## config.mk

```make
export PLATFORM = sky130hd
export DESIGN_NAME = longest_queue_first_server_flat
export DESIGN_NICKNAME = d
export VERILOG_FILES = /design/src/sv/lqfs_pkg.sv /design/src/sv/lqfs_chan_if.sv /design/src/sv/lqfs_ram.sv /design/src/sv/lqfs_divider.sv /design/src/sv/longest_queue_first_server.sv /design/src/flat_wrapper.sv
export VERILOG_INCLUDE_DIRS = /design/src /design/src/sv
export SDC_FILE = /design/constraint.sdc
export NUM_CORES = 1
export LEC_CHECK = 0
export BUFFER_PORTS_ARGS = -buffer_cell sky130_fd_sc_hd__buf_2
export CAP_MARGIN = 20
export CORE_UTILIZATION = 69
export CTS_BUF_LIST = sky130_fd_sc_hd__clkbuf_4
export CTS_CLUSTER_DIAMETER = 150
export CTS_CLUSTER_SIZE = 8
export DETAILED_ROUTE_END_ITERATION = 10
export GPL_ROUTABILITY_DRIVEN = 0
export PLACE_DENSITY = 0.87
export SETUP_SLACK_MARGIN = 0.15
export SLEW_MARGIN = 30
export SYNTH_ARGS = -nofsm -noshare
export SYNTH_HDL_FRONTEND = slang
export SYNTH_HIERARCHICAL = 1
export SYNTH_SLANG_ARGS = --single-unit
```

## constraint.sdc

```tcl
create_clock -name clock -period 11.74 [get_ports clock]
set_clock_uncertainty 0.15 [all_clocks]
set_input_delay 1.761 -clock clock [delete_from_list [all_inputs] [get_ports clock]]
set_output_delay 1.761 -clock clock [all_outputs]
set_load 0.01 [all_outputs]
```

## src/sv/assert_macros.svh

```systemverilog
// Assertion macros shared by the RTL files.
`ifndef ASSERT_MACROS_SVH
`define ASSERT_MACROS_SVH
`ifndef SYNTH
`define ASSERT_ALWAYS(lbl, clk, rst, prop) \
   lbl: assert property (@(posedge clk) disable iff (rst) (prop)) \
      else $error("assertion failed");
`define ASSERT_NEXT(lbl, clk, rst, ante, cons) \
   lbl: assert property (@(posedge clk) disable iff (rst) (ante) |=> (cons)) \
      else $error("assertion failed");
`else
`define ASSERT_ALWAYS(lbl, clk, rst, prop)
`define ASSERT_NEXT(lbl, clk, rst, ante, cons)
`endif
`endif

```

## src/sv/lqfs_pkg.sv

```systemverilog
// Types and constants of the longest-queue-first server.
`default_nettype none
package lqfs_pkg;
   localparam int LQFS_QUEUE_DEPTH = 16;

   localparam int CODE_W   = 8;
   localparam int TAG_W    = 8;
   localparam int DUR_W    = 10;
   localparam int ENTRY_W  = TAG_W + DUR_W;
   localparam int BUDGET_W = 16;
   localparam int TOTAL_W  = 17;
   localparam int COUNT_W  = 6;
   localparam int AVG_W    = 18;
   localparam int DVD_W    = TOTAL_W + 8;

   localparam logic [CODE_W-1:0] CLASS_A_CHAR = 8'd83;
   localparam logic [CODE_W-1:0] CLASS_B_CHAR = 8'd70;
   localparam logic [BUDGET_W-1:0] BUDGET_RESET = 16'd120;

   localparam logic OP_ENQUEUE = 1'b0;
   localparam logic OP_RUN     = 1'b1;

   localparam logic [1:0] KIND_ENQUEUE = 2'd0;
   localparam logic [1:0] KIND_SERVED  = 2'd1;
   localparam logic [1:0] KIND_SUMMARY = 2'd2;

   localparam logic [1:0] STATUS_ACCEPTED = 2'd0;
   localparam logic [1:0] STATUS_FULL     = 2'd1;
   localparam logic [1:0] STATUS_UNKNOWN  = 2'd2;

   localparam logic CLASS_A = 1'b0;
   localparam logic CLASS_B = 1'b1;

   typedef struct packed {
      logic              opcode;
      logic [CODE_W-1:0] class_code;
      logic [TAG_W-1:0]  request_tag;
      logic [DUR_W-1:0]  duration;
   } req_payload_type;

   typedef struct packed {
      logic [1:0]         result_kind;
      logic [1:0]         enqueue_status;
      logic               served_class;
      logic [TAG_W-1:0]   served_tag;
      logic [DUR_W-1:0]   served_duration;
      logic [TOTAL_W-1:0] total_served_time;
      logic [COUNT_W-1:0] served_count;
      logic [AVG_W-1:0]   average_q8;
      logic               last_of_run;
   } rsp_payload_type;

   typedef logic [BUDGET_W-1:0] csr_payload_type;
endpackage
`default_nettype wire

```

## src/sv/lqfs_chan_if.sv

```systemverilog
// Valid/ready channel interface with a typed payload.
`default_nettype none
interface lqfs_chan_if #(parameter type payload_type = logic) ();
   logic        valid;
   logic        ready;
   payload_type data;

   modport source (output valid, output data, input ready);
   modport sink (input valid, input data, output ready);
endinterface
`default_nettype wire

```

## src/sv/lqfs_ram.sv

```systemverilog
// Generic single-write, single-read RAM with registered read data.
`default_nettype none
module lqfs_ram #(
   parameter int WIDTH = 18,
   parameter int DEPTH = 16,
   localparam int ADDR_W = (DEPTH > 1) ? $clog2(DEPTH) : 1
) (
   input  wire logic              clock,
   input  wire logic              wr_en,
   input  wire logic [ADDR_W-1:0] wr_addr,
   input  wire logic [WIDTH-1:0]  wr_data,
   input  wire logic              rd_en,
   input  wire logic [ADDR_W-1:0] rd_addr,
   output logic      [WIDTH-1:0]  rd_data
);
   logic [WIDTH-1:0] mem [DEPTH];

   always_ff @(posedge clock) begin
      if (wr_en) begin
         mem[wr_addr] <= wr_data;
      end
      if (rd_en) begin
         rd_data <= mem[rd_addr];
      end
   end
endmodule
`default_nettype wire

```

## src/sv/lqfs_divider.sv

```systemverilog
// Restoring divider, one quotient bit per cycle, for the Q8 average.
`default_nettype none
`include "assert_macros.svh"
module lqfs_divider import lqfs_pkg::*; (
   input  wire logic               clock,
   input  wire logic               reset,
   input  wire logic               start,
   input  wire logic [DVD_W-1:0]   dividend,
   input  wire logic [COUNT_W-1:0] divisor,
   output logic                    done,
   output logic      [AVG_W-1:0]   quotient
);
   localparam int STEP_W = $clog2(DVD_W + 1);

   logic               busy_ff, busy_in;
   logic               done_ff, done_in;
   logic [STEP_W-1:0]  step_ff, step_in;
   logic [DVD_W-1:0]   shift_ff, shift_in;
   logic [COUNT_W-1:0] dsr_ff, dsr_in;
   logic [COUNT_W-1:0] rem_ff, rem_in;
   logic [COUNT_W:0]   trial;

   always_comb begin
      busy_in  = busy_ff;
      done_in  = done_ff;
      step_in  = step_ff;
      shift_in = shift_ff;
      dsr_in   = dsr_ff;
      rem_in   = rem_ff;
      trial    = {rem_ff, shift_ff[DVD_W-1]};
      if (start) begin
         busy_in  = 1'b1;
         done_in  = 1'b0;
         step_in  = STEP_W'(DVD_W);
         shift_in = dividend;
         dsr_in   = divisor;
         rem_in   = '0;
      end else if (busy_ff) begin
         // quotient bits shift in from the right as dividend bits leave
         if (trial >= {1'b0, dsr_ff}) begin
            rem_in   = COUNT_W'(trial - {1'b0, dsr_ff});
            shift_in = {shift_ff[DVD_W-2:0], 1'b1};
         end else begin
            rem_in   = trial[COUNT_W-1:0];
            shift_in = {shift_ff[DVD_W-2:0], 1'b0};
         end
         step_in = step_ff - STEP_W'(1);
         if (step_ff == STEP_W'(1)) begin
            busy_in = 1'b0;
            done_in = 1'b1;
         end
      end
   end

   always_ff @(posedge clock) begin
      if (reset) begin
         busy_ff <= 1'b0;
         done_ff <= 1'b0;
         step_ff <= '0;
      end else begin
         busy_ff <= busy_in;
         done_ff <= done_in;
         step_ff <= step_in;
      end
      shift_ff <= shift_in;
      dsr_ff   <= dsr_in;
      rem_ff   <= rem_in;
   end

   assign done     = done_ff;
   assign quotient = shift_ff[AVG_W-1:0];

   `ASSERT_ALWAYS(a_busy_done_excl, clock, reset, !(busy_ff && done_ff))
   `ASSERT_NEXT(a_start_busy, clock, reset, start, busy_ff && !done_ff)
   `ASSERT_ALWAYS(a_step_zero_idle, clock, reset, busy_ff || step_ff == '0)
endmodule
`default_nettype wire

```

## src/sv/longest_queue_first_server.sv

```systemverilog
// Top level: two request FIFOs served longest-queue-first under a time budget.
//
//   channel   dir  payload            accept
//   req_chan  in   req_payload_type   valid && ready
//   rsp_chan  out  rsp_payload_type   valid && ready
//   csr_chan  in   session_budget     valid && ready (ready always high)
//
// Enqueue: its status item is registered in the output register.
// Run: each served entry takes a pick, then the FIFO RAM read; then a
// divider pass computes the average for the summary.
// req_chan.ready is low while a run is busy or an item waits in rsp_chan.
// A stalled rsp_chan holds the sequencer at its next pick or the summary.
// Synchronous reset empties both FIFOs; no clearing pass over the RAMs.
`default_nettype none
`include "assert_macros.svh"
module longest_queue_first_server import lqfs_pkg::*; #(
   parameter int QUEUE_DEPTH = LQFS_QUEUE_DEPTH
) (
   input wire logic  clock,
   input wire logic  reset,
   lqfs_chan_if.sink   req_chan,
   lqfs_chan_if.source rsp_chan,
   lqfs_chan_if.sink   csr_chan
);
   localparam int PTR_W = (QUEUE_DEPTH > 1) ? $clog2(QUEUE_DEPTH) : 1;
   localparam int CNT_W = $clog2(QUEUE_DEPTH + 1);

   typedef enum logic [1:0] {S_IDLE, S_PICK, S_READ, S_DIV} state_type;

   state_type          state_ff, state_in;
   logic [PTR_W-1:0]   a_head_ff, a_head_in, a_tail_ff, a_tail_in;
   logic [PTR_W-1:0]   b_head_ff, b_head_in, b_tail_ff, b_tail_in;
   logic [CNT_W-1:0]   a_cnt_ff, a_cnt_in, b_cnt_ff, b_cnt_in;
   logic [BUDGET_W-1:0] budget_ff, budget_in;
   logic [TOTAL_W-1:0] total_ff, total_in;
   logic [COUNT_W-1:0] count_ff, count_in;
   logic               sel_b_ff, sel_b_in;
   logic               rsp_valid_ff, rsp_valid_in;
   rsp_payload_type    rsp_data_ff, rsp_data_in;

   logic               a_wr_en, b_wr_en, a_rd_en, b_rd_en;
   logic [ENTRY_W-1:0] wr_entry, a_rd_data, b_rd_data, rd_entry;
   logic               div_start, div_done;
   logic [AVG_W-1:0]   div_quot;
   logic               req_fire, rsp_free;
   req_payload_type    req;

   function automatic logic [PTR_W-1:0] wrap_next(input logic [PTR_W-1:0] p);
      return (p == PTR_W'(QUEUE_DEPTH - 1)) ? '0 : p + PTR_W'(1);
   endfunction

   assign req         = req_chan.data;
   assign req_fire    = req_chan.valid && req_chan.ready;
   assign rsp_free    = !rsp_valid_ff || rsp_chan.ready;
   assign wr_entry    = {req.request_tag, req.duration};
   assign rd_entry    = sel_b_ff ? b_rd_data : a_rd_data;

   always_comb begin
      state_in     = state_ff;
      a_head_in    = a_head_ff;
      a_tail_in    = a_tail_ff;
      a_cnt_in     = a_cnt_ff;
      b_head_in    = b_head_ff;
      b_tail_in    = b_tail_ff;
      b_cnt_in     = b_cnt_ff;
      budget_in    = budget_ff;
      total_in     = total_ff;
      count_in     = count_ff;
      sel_b_in     = sel_b_ff;
      rsp_valid_in = rsp_valid_ff && !rsp_chan.ready;
      rsp_data_in  = rsp_data_ff;
      a_wr_en      = 1'b0;
      b_wr_en      = 1'b0;
      a_rd_en      = 1'b0;
      b_rd_en      = 1'b0;
      div_start    = 1'b0;

      if (csr_chan.valid) begin
         budget_in = csr_chan.data;
      end

      unique case (state_ff)
         S_IDLE: begin
            if (req_fire) begin
               if (req.opcode == OP_ENQUEUE) begin
                  rsp_data_in             = '0;
                  rsp_data_in.result_kind = KIND_ENQUEUE;
                  rsp_data_in.last_of_run = 1'b1;
                  rsp_valid_in            = 1'b1;
                  if (req.class_code == CLASS_A_CHAR) begin
                     if (a_cnt_ff >= CNT_W'(QUEUE_DEPTH)) begin
                        rsp_data_in.enqueue_status = STATUS_FULL;
                     end else begin
                        a_wr_en   = 1'b1;
                        a_tail_in = wrap_next(a_tail_ff);
                        a_cnt_in  = a_cnt_ff + CNT_W'(1);
                        rsp_data_in.enqueue_status = STATUS_ACCEPTED;
                     end
                  end else if (req.class_code == CLASS_B_CHAR) begin
                     if (b_cnt_ff >= CNT_W'(QUEUE_DEPTH)) begin
                        rsp_data_in.enqueue_status = STATUS_FULL;
                     end else begin
                        b_wr_en   = 1'b1;
                        b_tail_in = wrap_next(b_tail_ff);
                        b_cnt_in  = b_cnt_ff + CNT_W'(1);
                        rsp_data_in.enqueue_status = STATUS_ACCEPTED;
                     end
                  end else begin
                     rsp_data_in.enqueue_status = STATUS_UNKNOWN;
                  end
               end else begin
                  total_in = '0;
                  count_in = '0;
                  state_in = S_PICK;
               end
            end
         end
         S_PICK: begin
            if (rsp_free) begin
               if (total_ff >= TOTAL_W'(budget_ff) ||
                   (a_cnt_ff <= b_cnt_ff && b_cnt_ff == '0)) begin
                  div_start = 1'b1;
                  state_in  = S_DIV;
               end else if (a_cnt_ff > b_cnt_ff) begin
                  a_rd_en   = 1'b1;
                  sel_b_in  = CLASS_A;
                  a_head_in = wrap_next(a_head_ff);
                  a_cnt_in  = a_cnt_ff - CNT_W'(1);
                  state_in  = S_READ;
               end else begin
                  b_rd_en   = 1'b1;
                  sel_b_in  = CLASS_B;
                  b_head_in = wrap_next(b_head_ff);
                  b_cnt_in  = b_cnt_ff - CNT_W'(1);
                  state_in  = S_READ;
               end
            end
         end
         S_READ: begin
            // output register is free here: the pick only moved on when it was
            rsp_data_in                 = '0;
            rsp_data_in.result_kind     = KIND_SERVED;
            rsp_data_in.served_class    = sel_b_ff;
            rsp_data_in.served_tag      = rd_entry[ENTRY_W-1:DUR_W];
            rsp_data_in.served_duration = rd_entry[DUR_W-1:0];
            rsp_valid_in                = 1'b1;
            total_in = total_ff + TOTAL_W'(rd_entry[DUR_W-1:0]);
            count_in = count_ff + COUNT_W'(1);
            state_in = S_PICK;
         end
         S_DIV: begin
            if (div_done && rsp_free) begin
               rsp_data_in                   = '0;
               rsp_data_in.result_kind       = KIND_SUMMARY;
               rsp_data_in.total_served_time = total_ff;
               rsp_data_in.served_count      = count_ff;
               rsp_data_in.average_q8        = (count_ff == '0) ? '0 : div_quot;
               rsp_data_in.last_of_run       = 1'b1;
               rsp_valid_in                  = 1'b1;
               state_in                      = S_IDLE;
            end
         end
         default: begin
            state_in = S_IDLE;
         end
      endcase
   end

   always_ff @(posedge clock) begin
      if (reset) begin
         state_ff     <= S_IDLE;
         a_head_ff    <= '0;
         a_tail_ff    <= '0;
         a_cnt_ff     <= '0;
         b_head_ff    <= '0;
         b_tail_ff    <= '0;
         b_cnt_ff     <= '0;
         budget_ff    <= BUDGET_RESET;
         sel_b_ff     <= CLASS_A;
         rsp_valid_ff <= 1'b0;
      end else begin
         state_ff     <= state_in;
         a_head_ff    <= a_head_in;
         a_tail_ff    <= a_tail_in;
         a_cnt_ff     <= a_cnt_in;
         b_head_ff    <= b_head_in;
         b_tail_ff    <= b_tail_in;
         b_cnt_ff     <= b_cnt_in;
         budget_ff    <= budget_in;
         sel_b_ff     <= sel_b_in;
         rsp_valid_ff <= rsp_valid_in;
      end
      total_ff    <= total_in;
      count_ff    <= count_in;
      rsp_data_ff <= rsp_data_in;
   end

   assign req_chan.ready = (state_ff == S_IDLE) && !rsp_valid_ff;
   assign csr_chan.ready = 1'b1;
   assign rsp_chan.valid = rsp_valid_ff;
   assign rsp_chan.data  = rsp_data_ff;

   lqfs_ram #(.WIDTH(ENTRY_W), .DEPTH(QUEUE_DEPTH)) u_ram_a (
      .clock   (clock),
      .wr_en   (a_wr_en),
      .wr_addr (a_tail_ff),
      .wr_data (wr_entry),
      .rd_en   (a_rd_en),
      .rd_addr (a_head_ff),
      .rd_data (a_rd_data)
   );

   lqfs_ram #(.WIDTH(ENTRY_W), .DEPTH(QUEUE_DEPTH)) u_ram_b (
      .clock   (clock),
      .wr_en   (b_wr_en),
      .wr_addr (b_tail_ff),
      .wr_data (wr_entry),
      .rd_en   (b_rd_en),
      .rd_addr (b_head_ff),
      .rd_data (b_rd_data)
   );

   lqfs_divider u_divider (
      .clock    (clock),
      .reset    (reset),
      .start    (div_start),
      .dividend ({total_ff, 8'd0}),
      .divisor  (count_ff),
      .done     (div_done),
      .quotient (div_quot)
   );

   `ASSERT_ALWAYS(a_cnt_a_bound, clock, reset, a_cnt_ff <= CNT_W'(QUEUE_DEPTH))
   `ASSERT_ALWAYS(a_cnt_b_bound, clock, reset, b_cnt_ff <= CNT_W'(QUEUE_DEPTH))
   `ASSERT_ALWAYS(a_read_slot_free, clock, reset, state_ff != S_READ || !rsp_valid_ff)
   `ASSERT_NEXT(a_enq_result, clock, reset, req_fire && req.opcode == OP_ENQUEUE,
      rsp_valid_ff && state_ff == S_IDLE)
endmodule
`default_nettype wire

```

## src/flat_wrapper.sv

```systemverilog
// flat-port wrapper written by rule: the top's interface ports become plain ports
module longest_queue_first_server_flat import lqfs_pkg::*;
#(
   parameter int QUEUE_DEPTH = LQFS_QUEUE_DEPTH
)
  (clock, reset, req_chan_valid, req_chan_data, req_chan_ready, rsp_chan_valid, rsp_chan_data, rsp_chan_ready, csr_chan_valid, csr_chan_data, csr_chan_ready);
  lqfs_chan_if #(.payload_type(req_payload_type)) req_chan_i ();
  lqfs_chan_if #(.payload_type(rsp_payload_type)) rsp_chan_i ();
  lqfs_chan_if #(.payload_type(csr_payload_type)) csr_chan_i ();
  input wire logic clock;
  input wire logic reset;
  input wire logic [$bits(req_chan_i.valid)-1:0] req_chan_valid;
  input wire logic [$bits(req_chan_i.data)-1:0] req_chan_data;
  output wire logic [$bits(req_chan_i.ready)-1:0] req_chan_ready;
  output wire logic [$bits(rsp_chan_i.valid)-1:0] rsp_chan_valid;
  output wire logic [$bits(rsp_chan_i.data)-1:0] rsp_chan_data;
  input wire logic [$bits(rsp_chan_i.ready)-1:0] rsp_chan_ready;
  input wire logic [$bits(csr_chan_i.valid)-1:0] csr_chan_valid;
  input wire logic [$bits(csr_chan_i.data)-1:0] csr_chan_data;
  output wire logic [$bits(csr_chan_i.ready)-1:0] csr_chan_ready;
  assign req_chan_i.valid = req_chan_valid;
  assign req_chan_i.data = req_chan_data;
  assign req_chan_ready = req_chan_i.ready;
  assign rsp_chan_valid = rsp_chan_i.valid;
  assign rsp_chan_data = rsp_chan_i.data;
  assign rsp_chan_i.ready = rsp_chan_ready;
  assign csr_chan_i.valid = csr_chan_valid;
  assign csr_chan_i.data = csr_chan_data;
  assign csr_chan_ready = csr_chan_i.ready;
  longest_queue_first_server #(.QUEUE_DEPTH(QUEUE_DEPTH)) u_core (.clock(clock), .reset(reset), .req_chan(req_chan_i), .rsp_chan(rsp_chan_i), .csr_chan(csr_chan_i));
endmodule
```

### Yosys cells after proc, flatten, opt, wreduce, memory -nomap -nowiden

Memory sizes are Yosys's and may differ from the RTL's. A register that Yosys moved wholly into a read port is not among the register bits.
Index checks and enable logic that the tools add are counted.

* bits in registers: 178
* latch bits: 0
* bits in writable memories: 576
* memory bits (read-only): 0
* bits of input ports: 48
* output and inout port bits: 68
* logic and storage cells: 188
* memories kept: 2

* add/sub/neg operators: 12
* multipliers: 0
* divide/modulo/power cells: 0
* $lt $le $gt $ge: 6
* equal/unequal tests: 23
* shifts and indexed selects: 0
* mux-type cells: 82
* bitwise operators: 6
* reductions and logical operators: 28

Memories
* u_core.u_ram_a.mem: depth 16, bits a word 18, read ports 1, clocked after memory_dff 1, write ports 1, line lqfs_ram.sv:16 `logic [WIDTH-1:0] mem [DEPTH];`
* u_core.u_ram_b.mem: depth 16, bits a word 18, read ports 1, clocked after memory_dff 1, write ports 1, line lqfs_ram.sv:16

Operators with widths (count)
* 65-bit 2-to-1 mux: 3
* 65-bit one-hot mux with 3 select lines: 1
* 5-bit 2-to-1 mux: 17
* 25-bit 2-to-1 mux: 2
* 1-bit 2-to-1 mux: 36
* 18-bit 2-to-1 mux: 2
* 17-bit 2-to-1 mux: 2
* 17-bit one-hot mux with 2 select lines: 1
* 5-bit one-hot mux with 2 select lines: 2
* 6-bit 2-to-1 mux: 3
* 17-bit by 10-bit adder with 17-bit output: 1
* 17-bit by 16-bit >= comparator with 1-bit output: 1
* 4-bit by 1-bit adder with 4-bit output (second input constant): 4
* 4-bit == test (second input constant): 4
* 8-bit by 7-bit == test with 1-bit output (second input constant): 2
* 4-bit 2-to-1 mux: 4
* 4-bit AND reduction: 4
* 5-bit by 1-bit subtractor with 5-bit output (second input constant): 3
* 2-bit != test (second input constant): 7
* 2-bit 2-to-1 mux: 6
* 2-bit by 1-bit != test with 1-bit output (second input constant): 6
* 6-bit one-hot mux with 2 select lines: 1
* 5-bit by 1-bit adder with 5-bit output (second input constant): 2
* 5-bit >= comparator (second input constant): 2
* 26 further kinds: 41

### Longest topological paths before layout

Gate-level depths: netlist of run 1.

* depth after elaboration: 9
* depth in mapped cells: 10
* depth with buffers taken out: 10

### Cells and area by module

The synthesis of run 1 kept the hierarchy.

Modules (own cells, without submodules)
* lqfs_ram: instances 2, cells each 482, area an instance 11502.3 um^2
* longest_queue_first_server: instances 1, cells each 631, area an instance 6907.9 um^2
* lqfs_divider: instances 1, cells each 183, area an instance 2242.2 um^2

### Worst setup path before layout of run 1

OpenSTA, ideal clock, no wires.

* path kind: input -> register
* start point: input req_chan_data[26]
* end point: register u_core.rsp_data_ff, in the netlist u_core/rsp_chan.data[0], enable pin
* setup time: 0.510 ns
* data arrival time: 5.315 ns
* setup slack: 5.765 ns
* stages on the path: 3
* buffers on the path: 0
* path through: nor3b_1 > a21oi_1 > a21oi_1

* longest elaborated chain between the ends: 2

RTL lines
* start, declared: line flat_wrapper.sv:13 `input wire logic [$bits(req_chan_i.data)-1:0] req_chan_data;`
* 2-bit != test (no source line)
* 4-bit AND reduction (no source line)
* end signal, assigned: line longest_queue_first_server.sv:195 `rsp_data_ff <= rsp_data_in;`
* end, declared: line longest_queue_first_server.sv:39 `rsp_payload_type rsp_data_ff, rsp_data_in;`

No other way between the ends.
A chain may end at the register's enable or synchronous reset.

### Worst setup path in the final report of run 1

* start point: register u_core.state_ff[1]
* end point: output req_chan_ready

* longest elaborated chain between the ends: 2

RTL lines
* start, declared: line longest_queue_first_server.sv:30 `state_type state_ff, state_in;`
* start signal, assigned: line longest_queue_first_server.sv:182 `state_ff <= state_in;`
* 2-bit logical NOT: line longest_queue_first_server.sv:198 `assign req_chan.ready = (state_ff == S_IDLE) && !rsp_valid_ff;`
* 1-bit logical AND: line longest_queue_first_server.sv:198
* end, declared: line flat_wrapper.sv:14 `output wire logic [$bits(req_chan_i.ready)-1:0] req_chan_ready;`

No other way between the ends.

==> summary.md, run 1 <==
| Metric | Value |
|---|---|
| Outcome | `complete, no violations` |
| Clock insertion delay at the later pin of the skew report | `0.90 ns` |
| Sequential area share after synthesis | `71.9%` |
| Unique cell type count in the Yosys netlist | `between 70 and 80` |
| Drt pass-1 iters | `8` |
| CTS H-tree depth | `3` |
| Hold Crit Class | `reg -> reg` |
| Worst VDD drop | `around 110 uV` |
| Post-Syn Instances | `around 1800` |
| GRT met1 Usage | `around 44%` |
| Antenna Nets Post-Route | `0` |
| Hold-fix buffers, CTS | `0` |
| Fin. max-slew vios | `0` |
| Critical Path, Cell by Cell | `nor3_1, buf_2` |
| Critical path's slowest cell | `dfxtp_1` |
| # setup viols final | `0` |
| Unrepaired setup endpoints after global routing | `false` |
| P&R area growth vs syn | `8.18%` |
| Met3 GRT Util | `6.35%` |
| Seq cells post-synth | `790` |
| Routed WL per cell | `~28 um` |
| Main combinational cell family by area after synthesis | `multiplexers` |
| Layout Nets | `approximately 2100` |
| Routed vias | `roughly 18000` |
| CP max FO | `33` |
| Adder-cell share of the synthesized area | `under 10%` |
| Post-synthesis mux area share | `between 10% and 20%` |
| Post-Synthesis Cell Area | `32200 sq um` |
| Dominant synthesized flop cell | `edfxtp_1` |
| Buffers on Ports | `114` |
| Top Family by Delay on Critical Path | `flip-flops` |
| Max-cap violations | `0` |
| Root buf cell | `clkbuf_4` |
| Share of layout cells above drive strength 1 | `roughly 25%` |
| LEAKAGE | `0.0117 uW` |
| Gate power share | `~6.6%` |
| Worst-Margin Slew | `roughly 0.96 ns` |
| CTS tree | `done` |
| Ranking of synthesized cells by area | `edfxtp_1 68%, mux4_2 7.0%, dfxtp_1 3.7%, mux4_1 3.6%, ha_1 2.0%` |
| Crit path kind | `reg -> out` |
| Yosys warns | `6` |
| Buf/Inv on CP | `1` |
| Row count | `78` |
| Die area | `~47000 sq um` |
| Tcrit/Tclk final | `roughly 34%` |
| Worst slew margin | `between 30% and 40%` |
| CTS sink count | `790` |
| DRC Markers | `0` |
| Drt total wl | `73400 um` |
| Initial antenna violation count | `4` |
| Crit path capture type | `output pin` |
| First-pass GRT wire length | `roughly 110000 um` |
| Worst EP arrival | `around 2.1 ns` |
| Vias per inst | `around 6.8` |
| Async SR Flop Fraction | `0%` |
| Yosys top cell area share | `68.3%` |
| Post-CTS sizing | `0` |
| Most frequent cells in the layout | `731 x edfxtp_1, 170 x clkbuf_4, 114 x buf_2, 102 x nor2_1, 100 x mux4_2` |
| Post CTS Setup Buffer Count | `0` |
| # IOs | `about 120` |
| PwrDens | `between 100 and 150 nW/um^2` |
| Height of the die | `around 220 um` |
| Clk pwr share | `a little under a third` |
| GRT Util Overall | `a little under a third` |
| Die X | `roughly 220 um` |
| Setup TNS | `0 ns` |
| Clk pin slew, worst setup/hold paths | `0.10 ns` |
| Vias in the first global route | `between 15000 and 20000` |
| Final worst path period need | `between 4 and 5 ns` |
| Core Box Area | `about 46000 sq um` |
| Sw Share | `a little under a quarter` |
| Switch Pwr | `approximately 1200 uW` |
| Synth Area in Simple Gates | `5.37%` |
| Pint | `about 4000 uW` |
| Xor/xnor cell area share of the yosys netlist | `less than 1%` |
| Clk buf depth | `3` |
| Seq pwr share | `about 63%` |
| CP required | `9.83 ns` |
| Type of origin of the critical path | `flop` |
| TritonCTS Buffers | `about 110` |
| DRT iter0 DRCs | `about 2400` |
| Grt met2 use | `between 40% and 50%` |
| Commonest non-fill, non-tap cell in the layout | `edfxtp_1` |
| Initial Util | `between 70% and 80%` |
| WHS | `0.348 ns` |
| EDFF count, synth | `between 700 and 800` |
| Max incr delay on CP | `roughly 0.97 ns` |
| Max Clk Rate | `~0.25 GHz` |
| Largest area contributor in the netlist | `edfxtp_1` |
| Fin worst setup slack | `just under 8 ns` |
| Final HPWL DP | `about 45000 um` |
| Gr ovfl total | `0` |
| Busiest grt layer | `met2` |
| Pre-CTS setup slack | `~7.2 ns` |
| Post-synthesis compound-gate area fraction | `4.58%` |
| Largest net degree at the start of global routing | `76` |
| Fin. Hold Viols | `0` |
| Synth Area per Inst | `18.1 sq um` |
power by group through the flow:
| stage | clock [uW] | sequential (uW) | combinational [uW] |
|---|---|---|---|
| final | 1570 | 3190 | 334 |
| after CTS | 1590 | 3190 | 329 |
| after detailed placement | 0 | 3250 | 327 |
| after floorplan | 0 | 3240 | 224 |
| after global placement | 0 | 3250 | 308 |
| after global routing | 1690 | 3190 | 363 |
final cells by class:
class	instances	area (sq um)
clock inverters	7	65.1
flip-flops and latches	790	23100
clock buffers	170	1280
diodes	3	7.51
fillers	2405	10900
well taps	600	751
repair buffers	162	938
multi-input cells	845	8390
inverters	58	218
synth_stat cells (all sizes together) (4+ instances only):
library cell	instances
xnor2	9
o21a	6
ha	52
nand4	7
a211o	4
and3	23
nor2	104
fa	4
nor4	6
nand2	78
nand2b	8
a21oi	48
a21o	8
dfxtp	59
nand3b	6
nor3	24
o21ai	19
edfxtp	731
inv	58
mux4	144
xor2	15
mux2	38
and2	36
or3	5
a22oi	74
a31oi	6
mux2i	29
nor3b	5
buf	55
nor2b	12
a211oi	9
clkbuf	37
o211ai	9
a2111oi	4
nand3	9
worst register-to-register path: cells and delay by family, from the launching register on:
family / cells / cell delay [ns]
adders and majority gates: 1 / 0.37
AOI/OAI and AO/OA: 1 / 0.20
buffers and inverters: 2 / 0.72
DFF: 1 / 0.53
and+or+nand+nor: 4 / 1.43
sequential cells by signal, indices dropped and copies added, names as in the netlist, 16 cells and up:
signal / cells
u_core/u_ram_a/mem: 288
u_core/u_ram_b/mem: 288
u_core/rsp_chan.data: 65
u_core/u_divider/shift_ff: 25
u_core/u_ram_a/rd_data: 18
u_core/u_ram_b/rd_data: 18
u_core/total_ff: 17
u_core/budget_ff: 16
metal layers:
metal	vias to the layer above	part of all wire, %
met5	-	0.063
met4	6	4.1
met3	205	11
met2	1341	48
met1	8920	37
li1	7517	-
kinds of logic (layout without fill, tap and decap cells):
| logic type | after synthesis | count (layout) |
|---|---|---|
| xor gates and xnor gates | 24 | 24 |
| other | 2 | 12 |
| DFF | 790 | 790 |
| AOI/OAI and AO/OA | 208 | 208 |
| muxes | 211 | 211 |
| buffers and inverters | 150 | 397 |
| and+or+nand+nor | 337 | 337 |
| adders and majority gates | 56 | 56 |
final timing paths:
kind / slack [ns] / startpoint / endpoint / depth (start not counted)
worst max-delay path: 7.70 / u_core/state_ff[1]$_SDFFE_PP0P_ / req_chan_ready / 2
worst max register to register: 7.97 / u_core/total_ff[14]$_SDFFCE_PN0P_ / u_core/u_divider/shift_ff[8]$_DFFE_PP_ / 8
worst min register to register: 0.35 / u_core/budget_ff[5]$_SDFFE_PP1P_ / u_core/budget_ff[5]$_SDFFE_PP1P_ / 2
worst min-delay path: 0.35 / u_core/budget_ff[5]$_SDFFE_PP1P_ / u_core/budget_ff[5]$_SDFFE_PP1P_ / 2
stage by stage:
stage	area, sq um	utilization [%]	instances	total power (uW)
6_report	34800	76.2	2635	5090
5_1_grt	34800	76.2	2634	5250
4_1_cts	34800	76.1	2632	5100
3_5_place_dp	33400	73.2	2455	3580
3_3_place_gp	33400	73.2	2455	3550
2_1_floorplan	32200	-	1785	3470
Power figures use the tool's default switching activity.
==> run 2, diff against run 1 <==
ABC_AREA = 1   (was unset)
CORE_UTILIZATION = 58   (was 69)
PLACE_DENSITY = 0.78   (was 0.87)
clock period = 3.3 ns   (was 11.74 ns; I/O delays follow)
==> run 2 against run 1 <==
Against the previous run:
- utilization decreased by 12 points
- register-to-register slack got worse by 7.5 ns
- worst setup slack got worse by 7.3 ns
- critical path depth increased by 10
- synthesized area increased by 10%
- sequential power increased to 3.6 times the previous value
- final area increased by 12%
- power increased to 3.8 times the previous value
- worst hold slack got worse by 0.28 ns
- non-clock buffer count increased by 83
- critical path type is now in -> reg
- largest power group unchanged
==> summary.md, run 2 <==
| Metric | Value |
|---|---|
| Outcome | `complete, no violations` |
| Fin worst setup slack | `between 0.4 and 0.5 ns` |
| Unrepaired setup endpoints after global routing | `false` |
| Post-Syn Instances | `3498` |
| Sw Share | `roughly a quarter` |
| Share of layout cells above drive strength 1 | `about an eighth` |
| Cell Count, Final, Fillers Out | `4559` |
| Placed Instances | `between 4000 and 5000` |
| Root buf cell | `clkbuf_4` |
| Setup TNS | `0 ns` |
| Initial Util | `around 60%` |
| Buf/Inv on CP | `5` |
| Vias in the first global route | `23900` |
| PwrDens | `502 nW/um^2` |
| Largest area contributor in the netlist | `edfxtp_1` |
| Critical Path, Cell by Cell | `dlygate4sd3_1, buf_2, nor3_1, dlygate4sd3_1, nand2_1, nand2_1, nor2_1, nand2_2, inv_2, nand3_1, nor2_2, buf_4` |
| Final worst path period need | `around 2.9 ns` |
| Clk pwr share | `between 30% and 40%` |
| Worst-Margin Slew | `0.928 ns` |
| Pint | `14500 uW` |
| Gr ovfl total | `0` |
| CP max FO | `14` |
| Async SR Flop Fraction | `0%` |
| Commonest non-fill, non-tap cell in the layout | `nand2_1` |
| Worst slew margin | `38.1%` |
| CTS sink count | `a little under 800` |
| First-pass GRT wire length | `131000 um` |
| GRT Util Overall | `between 20% and 30%` |
| Max incr delay on CP | `0.57 ns` |
| DRC Markers | `0` |
| Ranking of synthesized cells by area | `edfxtp_1 62%, nand2_1 11%, nand3_1 7.1%, inv_1 6.2%, dfxtp_1 3.3%` |
| Most frequent cell after synthesis | `nand2_1` |
| TritonCTS Buffers | `approximately 110` |
| Fin. Hold Viols | `0` |
| Row count | `90` |
| WHS | `approximately 0.067 ns` |
| Unique cell type count in the Yosys netlist | `54` |
| Yosys top cell area share | `62.0%` |
| R2R Setup Slk | `around 0.46 ns` |
| Hold Crit Class | `in -> reg` |
| Max-cap violations | `0` |
| Dominant synthesized flop cell | `edfxtp_1` |
| CP required | `approximately 3.7 ns` |
| Placed cell area | `between 30000 and 40000 sq um` |
| Max Clk Rate | `0.349 GHz` |
| Critical path's slowest cell | `dlygate4sd3_1` |
| # setup viols final | `0` |
| Worst VDD drop | `between 300 and 400 uV` |
| Vias per inst | `5.45` |
| Drt total wl | `84700 um` |
| Fin. max-slew vios | `0` |
| Crit path kind | `in -> reg` |
| Worst R2R Path Depth | `11` |
| Post-Synthesis Cell Area | `about 35000 sq um` |
| CTS tree | `done` |
| Height of the die | `249 um` |
| Min-Delay Startpoint | `req_chan_data[22]` |
| Layout Nets | `approximately 3800` |
| Most frequent cells in the layout | `1023 x nand2_1, 731 x edfxtp_1, 582 x inv_1, 500 x nand3_1, 174 x clkbuf_4` |
| Routed vias | `approximately 25000` |
| Synth Area per Inst | `just over 10 sq um` |
| Crit path depth | `12` |
| LEAKAGE | `between 0.015 and 0.02 uW` |
| Post-route cell area | `approximately 39000 sq um` |
| Post CTS Setup Buffer Count | `0` |
| CTS H-tree depth | `3` |
| Clk pin slew, worst setup/hold paths | `0.10 ns` |
| Drt pass-1 iters | `7` |
| Sequential area share after synthesis | `65.4%` |
| Initial antenna violation count | `3` |
| Switch Pwr | `a little under 5000 uW` |
| Gate power share | `between 10% and 20%` |
| Routed WL per cell | `roughly 19 um` |
| Final HPWL DP | `around 52000 um` |
| Crit path capture type | `flop` |
| Clock insertion delay at the later pin of the skew report | `about 0.9 ns` |
| Layout fillers | `~4600` |
| Tcrit/Tclk final | `a little under 90%` |
| # IOs | `116` |
| Yosys warns | `6` |
| Largest net degree at the start of global routing | `149` |
| DRT iter0 DRCs | `2712` |
| Seq pwr share | `between 50% and 60%` |
| Hold depth | `6` |
| Buffers on Ports | `114` |
| Clk buf depth | `3` |
| Pre-CTS setup slack | `around 0.45 ns` |
| Type of origin of the critical path | `input pin` |
| P&R area growth vs syn | `9.65%` |
| Die area | `between 60000 and 70000 sq um` |
| R2R Path Start | `u_core/total_ff[12]$_SDFFCE_PN0P_` |
| Top Family by Delay on Critical Path | `buffers and inverters` |
| Antenna Nets Post-Route | `0` |
| Post-synth top cells | `1023 x nand2_1, 731 x edfxtp_1, 582 x inv_1, 500 x nand3_1, 128 x nor2_1` |
| Hold endpoint | `u_core/rsp_chan.data[62]$_DFFE_PP_` |
| Seq cells post-synth | `790` |
| Reg-to-reg endpoint | `u_core/u_divider/shift_ff[7]$_DFFE_PP_` |
| Worst EP arrival | `3.29 ns` |
| Die X | `249 um` |
| EDFF count, synth | `roughly 730` |
| Core Box Area | `just over 60000 sq um` |
==> run 2: worst max-delay path by stage <==
stage	slack (ns)	to	from
final	0.43	u_core/u_ram_b/mem[13][9]$_DFFE_PP_	req_chan_data[25]
after detailed placement	0.45	u_core/u_divider/shift_ff[19]$_DFFE_PP_	u_core/total_ff[14]$_SDFFCE_PN0P_
after global routing	0.25	u_core/u_divider/shift_ff[18]$_DFFE_PP_	u_core/total_ff[12]$_SDFFCE_PN0P_
after floorplan	0.19	u_core/rsp_chan.data[0]$_DFFE_PP_	rsp_chan_ready
after global placement	0.50	u_core/u_ram_a/mem[1][6]$_DFFE_PP_	req_chan_data[21]
after CTS	0.43	u_core/u_divider/shift_ff[6]$_DFFE_PP_	u_core/total_ff[14]$_SDFFCE_PN0P_
==> run 2: logic make-up after synthesis <==
group           after synthesis  share of synthesized area, %
simple gates               1733                          21.1
xor+xnor                     14                         0.346
other cells                   2                        0.0212
fa+ha+maj                    56                          2.06
compound gates              144                          2.21
buf+inv                     759                          8.93
flops                       790                          65.4
==> run 2: layout make-up <==
cell class	instances	area, sq um	area share (%)
Inverter	603	2270	5.86
Clock buffer	174	1310	3.37
Tap cell	782	978	2.52
Multi-Input combinational cell	1956	9220	23.8
Clock inverter	7	114	0.293
Timing Repair Buffer	245	1770	4.56
Sequential cell	790	23100	59.6
Antenna cell	2	5.00	0.0129
==> run 2: per-stage QoR <==
step | utilization, % | power [uW]
6_report | 64.3 | 19500
5_1_grt | 64.3 | 20200
4_1_cts | 64.3 | 19600
3_5_place_dp | 61.1 | 13800
3_3_place_gp | 61.1 | 13700
2_1_floorplan | - | 13100
==> run 2: timing repair <==
item,in CTS,in global routing
resized for setup,0,0
hold endpoints to repair,267,0
hold buffers,51,0
endpoints found under the setup margin,0,0
==> run 2: worst min-delay path, stage by stage <==
cell and delay, ns:
buf_2 0.11, nand2_1 0.06, nor2_1 0.07, nand2_1 0.09, nand2_1 0.07, nor2_1 0.11
==> run 2: power by group through the flow <==
stage                     clock (uW)  sequential (uW)  combinational, uW
after global placement             0            11700               2050
after detailed placement           0            11700               2090
final                           5870            11500               2170
after floorplan                    0            11700               1420
after CTS                       5960            11500               2150
after global routing            6340            11500               2410
==> run 2: routing by layer <==
layer	vias to the layer above	GRT usage, %	wire length, um
li1	11800	-	-
met1	11600	36.4	33300
met2	1211	45.1	40600
met3	227	3.89	7340
met4	2	12.8	3500
met5	-	0	19
